`src/rtl/q_learning_table_update_macros.svh`:
```
// Assertion helpers, included by the top-level RTL.
`ifndef Q_LEARNING_TABLE_UPDATE_MACROS_SVH
`define Q_LEARNING_TABLE_UPDATE_MACROS_SVH

// Same-cycle implication, checked on the rising clock edge outside reset.
`define QLTU_ASSERT_IMP(lbl, clk, rstn, ante, cons) \
  lbl: assert property (@(posedge clk) disable iff (!(rstn)) (ante) |-> (cons)) \
    else $error("qltu assertion failed");

// Next-cycle implication, checked on the rising clock edge outside reset.
`define QLTU_ASSERT_NXT(lbl, clk, rstn, ante, cons) \
  lbl: assert property (@(posedge clk) disable iff (!(rstn)) (ante) |=> (cons)) \
    else $error("qltu assertion failed");

`endif

```
`src/rtl/qltu_pkg.sv`:
```
package qltu_pkg;

  // Table geometry
  localparam int unsigned NUM_STATES  = 256;
  localparam int unsigned NUM_ACTIONS = 8;
  localparam int unsigned STATE_W     = $clog2(NUM_STATES);
  localparam int unsigned ACT_W       = $clog2(NUM_ACTIONS);

  // Data widths
  localparam int unsigned VALUE_W   = 32;
  localparam int unsigned RATE_W    = 16;
  localparam int unsigned CFG_IDX_W = 1;

  typedef logic signed [VALUE_W-1:0] value_t;
  typedef value_t [NUM_ACTIONS-1:0]  row_t;

  // Constants
  localparam value_t              VALUE_ONE       = 32'sd65536;
  localparam logic [RATE_W:0]     RATE_ONE        = 17'd65536;
  localparam logic [RATE_W-1:0]   LEARN_RATE_RST  = 16'd19661;
  localparam logic [RATE_W-1:0]   DISCOUNT_RST    = 16'd58982;
  localparam row_t                RESET_ROW       = {NUM_ACTIONS{VALUE_ONE}};

  // Operation codes
  localparam logic OP_LEARN = 1'b0;
  localparam logic OP_QUERY = 1'b1;

  // Register indexes
  localparam logic [CFG_IDX_W-1:0] REG_LEARN_RATE = 1'b0;
  localparam logic [CFG_IDX_W-1:0] REG_DISCOUNT   = 1'b1;

  // Controller to datapath
  typedef struct packed {
    logic load_item;
    logic rd_en;
    logic rd_cur;
    logic scan_en;
    logic prod_en;
    logic tgt_en;
    logic mul_en;
    logic sum_en;
    logic wr_en;
    logic q_done;
  } cmd_t;

  // Datapath to controller
  typedef struct packed {
    logic scan_last;
    logic is_query;
  } sts_t;

endpackage

```
`src/rtl/qltu_ctrl.sv`:
```
module qltu_ctrl (
  input  logic            clk_i,
  input  logic            rst_ni,
  input  logic            start,
  output logic            busy,
  input  qltu_pkg::sts_t  sts_i,
  output qltu_pkg::cmd_t  cmd_o
);
  import qltu_pkg::*;

  localparam logic [3:0] S_IDLE  = 4'd0;
  localparam logic [3:0] S_READ  = 4'd1;
  localparam logic [3:0] S_SCAN  = 4'd2;
  localparam logic [3:0] S_RDCUR = 4'd3;
  localparam logic [3:0] S_TGT   = 4'd4;
  localparam logic [3:0] S_MUL   = 4'd5;
  localparam logic [3:0] S_SUM   = 4'd6;
  localparam logic [3:0] S_WRITE = 4'd7;
  localparam logic [3:0] S_QDONE = 4'd8;

  logic [3:0] state_q, state_d;

  // State register
  always_ff @(posedge clk_i or negedge rst_ni) begin
    if (!rst_ni) begin
      state_q <= S_IDLE;
    end else begin
      state_q <= state_d;
    end
  end

  // Next state and commands
  always_comb begin
    state_d = state_q;
    cmd_o   = '0;
    unique case (state_q)
      S_IDLE: begin
        if (start) begin
          cmd_o.load_item = 1'b1;
          state_d         = S_READ;
        end
      end
      S_READ: begin
        cmd_o.rd_en = 1'b1;
        state_d     = S_SCAN;
      end
      S_SCAN: begin
        cmd_o.scan_en = 1'b1;
        if (sts_i.scan_last) begin
          state_d = sts_i.is_query ? S_QDONE : S_RDCUR;
        end
      end
      S_RDCUR: begin
        cmd_o.rd_en   = 1'b1;
        cmd_o.rd_cur  = 1'b1;
        cmd_o.prod_en = 1'b1;
        state_d       = S_TGT;
      end
      S_TGT: begin
        cmd_o.tgt_en = 1'b1;
        state_d      = S_MUL;
      end
      S_MUL: begin
        cmd_o.mul_en = 1'b1;
        state_d      = S_SUM;
      end
      S_SUM: begin
        cmd_o.sum_en = 1'b1;
        state_d      = S_WRITE;
      end
      S_WRITE: begin
        cmd_o.wr_en = 1'b1;
        state_d     = S_IDLE;
      end
      S_QDONE: begin
        cmd_o.q_done = 1'b1;
        state_d      = S_IDLE;
      end
      default: begin
        state_d = S_IDLE;
      end
    endcase
  end

  assign busy = (state_q != S_IDLE);

endmodule

```
`config.mk`:
```
export PLATFORM = sky130hd
export DESIGN_NAME = qltu_ctrl
export DESIGN_NICKNAME = d
export VERILOG_FILES = /design/src/rtl/q_learning_table_update_macros.svh /design/src/rtl/qltu_pkg.sv /design/src/rtl/qltu_ctrl.sv
export SDC_FILE = /design/constraint.sdc
export NUM_CORES = 1
export LEC_CHECK = 0
export BUFFER_PORTS_ARGS = -buffer_cell sky130_fd_sc_hd__buf_2
export CORE_AREA = 5 5 42 44
export DETAILED_ROUTE_END_ITERATION = 10
export DIE_AREA = 0 0 47 49
export HOLD_SLACK_MARGIN = 0.02
export REMOVE_ABC_BUFFERS = 1
export SLEW_MARGIN = 40
export SYNTH_ARGS = -nofsm -noshare
export SYNTH_HDL_FRONTEND = slang
export SYNTH_SLANG_ARGS = --single-unit
export TNS_END_PERCENT = 100
```
`constraint.sdc`:
```
create_clock -name clk_i -period 2.74 [get_ports clk_i]
set_clock_uncertainty 0.15 [all_clocks]
set_input_delay 0.274 -clock clk_i [delete_from_list [all_inputs] [get_ports clk_i]]
set_output_delay 0.274 -clock clk_i [all_outputs]
set_load 0.01 [all_outputs]
```
=== Word-level counts from Yosys, hierarchy flattened ===
Index checks and enable logic that the tools add are counted.

* Output and inout port bits: 11
* Flip-flop bits (word level): 4
* Bits of input ports: 5
* Word-level logic and storage cells: 29

* Reductions and logical operators: 4
* Multiplexer cells: 14
* Eq/ne operators: 10

{| class="wikitable"
|+ Operator list
! cell !! number
|-
| one-hot mux 4 bit (7 select lines) || 1
|-
| == test 4 x 3 -> 1 bit, second input constant || 4
|-
| two-way mux 4 bit || 3
|-
| two-way mux 1 bit || 10
|-
| == test 4 x 2 -> 1 bit, second input constant || 2
|-
| == test 4 x 1 -> 1 bit, second input constant || 1
|-
| == test 4 bit, second input constant || 1
|-
| logical NOT 4 bit || 1
|-
| != test 2 bit, second input constant || 2
|-
| nonzero test 4 bit || 1
|-
| AND reduction 2 bit || 1
|-
| OR reduction 2 bit || 1
|}

=== Logic depth before layout (Yosys ltp) ===
* Depth after elaboration: 3
* Depth in mapped cells: 4

=== Worst setup path before layout ===
OpenSTA, ideal clock, no wires.

* Path kind: register to output
* From: register state_q[3]
* To: output cmd_o[7] (netlist bit)
* Stages on the path, launching flop included: 4
* Arrival: 1.050 ns
* Setup slack: 1.266 ns
* Path buffers: 2
* Data required time: 2.316 ns
* Path through: dfrtp_1 -> buf_2 -> nor3_1 -> buf_4

{| class="wikitable"
|+ RTL lines
! element !! RTL line !! source
|-
| start: declaration || qltu_ctrl.sv:21 || <nowiki>logic [3:0] state_q, state_d;</nowiki>
|-
| start signal: assignment || qltu_ctrl.sv:28 || <nowiki>state_q <= state_d;</nowiki>
|-
| end: declaration || qltu_ctrl.sv:7 || <nowiki>output qltu_pkg::cmd_t cmd_o</nowiki>
|}

==> flow_summary.ini <==
[synthesis]
synthFlopType = dfrtp_1
synth.mux.area_fraction = 0
yosys.area_share.simple = 0.408
synth_edf_count = 0
synth_area_um2 = 298
synth-seq-cells = 4
yosysUniqueCellTypes = 17
synth_compound_area_frac = 0.109
synthAdderAreaFrac = 0
synth_cells = 35
async_flop_share = 1.00
synth_xor_xnor_area_share = 0.0294
yosysMostFrequentCell = nor2_1
synth.avg_cell_area_um2 = 8.51
ys_top_cells_by_count = nor2_1, dfrtp_1, nand2b_1, nor3_1
netlist.area_leader.share = 0.336
synth_top_family_by_area = simple AND/OR/NAND/NOR gates
yosys_warnings = 0
synth.yosys.seq_area_share = 0.336
yosys.area.top_type = dfrtp_1
synth_area_leaders = dfrtp_1, nand2b_1, nor2_1, a311oi_1, nor3_1

[placed_design]
portBuffers = 15
dp.cells = 62
gp_congestion = 0.680
dpl.hpwl_um = 535
place_ws_ns = 1.30
placed_area_um2 = 362

[hold_path]
hp-class = in -> reg
holdPathStages = 3

[critical_path]
start_kind = flip-flop
end_kind = output pin
critPathRequiredTime_ns = 2.32
critPathMaxFanout = 10
critical_path_class = reg -> out
cp.arrival_ns = 1.26
r2r_cells = 2

[floorplan]
start_util = 0.213
die_y_um = 49
rows = 14
ios = 16
die_w_um = 47
die_area_um2 = 2300
core_area_um2 = 1400

[global_routing]
met2_usage = 0.102
grtUsageMet1 = 0.0822
use_met3 = 0.0332
grt-busiest-layer = met2
grt_pass1_vias = 282
antenna_found_initial = 0
grt_pass1_wl_mm = 1.19
track_usage = 0.0749
grt_max_degree = 11
grt-ovfl-total = 0

[drt]
wl_um = 710
drt.antenna.violating_nets = 0
routed-via-count = 294
wl_per_cell_um = 10.8
drt-pass1-iter-count = 4
vias_per_cell = 4.45
drtIter0Drc = 12
drcViolationCount = 0

[timing]
fmax_ghz = 0.594
fin_hold_ws_ns = 0.196
period_minus_slack_ns = 1.68
final-setup-viol-count = 0
grt_setup_unrepaired = no
tns_ns = 0
finalHoldViolations = 0
min_period_over_period = 0.614
tightestPinTransition_ns = 0.305
setup_ws_ns = 1.06
relSlewSlack = 0.797
maxSlewViolCount = 0

[cts]
cts_tree = done
clockRootBuffer = clkbuf_4
cts-buffers-inserted = 3
cts_max_path_buffers = 2
clkTransAtPathRegs_ns = 0.04
cts-htree-levels = 1
post_cts_resized = 0
clock-sinks = 4
clk_latency_ns = 0.24

[cells_and_area]
fillers = 157
fin_area_um2 = 394
diodes = 0
post-route-util = 0.281
instances_no_fill = 66
top_regs = state_q x4
largest_register_ffs = 4
nNetsFinal = 57
drive_above_1_share = 0.380
largest_register = state_q
area_growth_pct = 32.4

[power_and_ir_drop]
power.density_nw_per_um2 = 1100
ir_drop_v = 0.000272
power.leakage_nw = 0.204
p_total_mw = 0.433

[outcome]
status = finished clean

[job]
cap_violations = 0
-- critical path, cell delays in order (launching register included) --
cell	delay [ns]
dfrtp_1	0.47
nand2b_1	0.24
nor3_1	0.15
buf_2	0.16
-- final timing paths --
path,slack (ns),start,end
setup / recovery,1.06,state_q[0],cmd_o[6]
hold / removal,0.20,start,state_q[0]
setup reg to reg,1.51,state_q[1],state_q[1]
hold reg to reg,0.44,state_q[2],state_q[3]
max in group asynchronous,2.09,rst_ni,state_q[1]
min in group asynchronous,0.23,rst_ni,state_q[2]
-- placed cells by master, fill, tap and decap left out --
| cell | Yosys | routed |
|---|---|---|
| nand2_1 | 2 | 2 |
| a21oi_1 | 1 | 1 |
| and3_1 | 2 | 2 |
| dfrtp_1 | 4 | 4 |
| clkbuf_4 | 0 | 3 |
| and2_1 | 2 | 2 |
| a311oi_1 | 2 | 2 |
| nor3_1 | 3 | 3 |
| inv_1 | 1 | 1 |
| xnor2_1 | 1 | 1 |
| buf_2 | 1 | 15 |
| dlygate4sd3_1 | 0 | 1 |
| a21bo_1 | 1 | 1 |
| nor2_1 | 5 | 5 |
| nand3b_1 | 2 | 2 |
| nand2b_1 | 4 | 4 |
| nor4b_2 | 1 | 1 |
-- kinds of logic (layout without fill, tap and decap cells) --
group / after synthesis / in the layout
flip-flops: 4 / 4
XOR/XNOR: 1 / 1
AND/OR/NAND/NOR: 21 / 21
buffers and inverters: 5 / 20
AO/OA/AOI/OAI: 4 / 4
-- power breakdown --
| part | leakage (nW) | internal, mW | switching [mW] | total (mW) |
|---|---|---|---|---|
| Clock | 0.0138 | 0.0491 | 0.0260 | 0.0751 |
| Sequential | 0.0507 | 0.0836 | 0.0572 | 0.141 |
| Combinational | 0.139 | 0.106 | 0.112 | 0.217 |
| Total | 0.204 | 0.239 | 0.195 | 0.433 |
-- repair_timing --
item,in CTS,in global routing
setup buffers,0,0
hold endpoints to repair,4,0
hold buffers,1,0
-- layer usage --
layer  wire [um]  vias up
met5           0        -
met4           8        0
met3          48        2
met2         367        8
met1         286      134
li1            -      150
-- layout make-up --
type | count | area, um2 | share of cell area
flip-flops and latches | 4 | 100 | 0.254
clock buffers | 3 | 22.5 | 0.0571
well taps | 16 | 20.0 | 0.0508
repair buffers | 16 | 85.1 | 0.216
multi-input cells | 26 | 163 | 0.413
inverters | 1 | 3.75 | 0.00952
(Power assumes the default switching activity.)
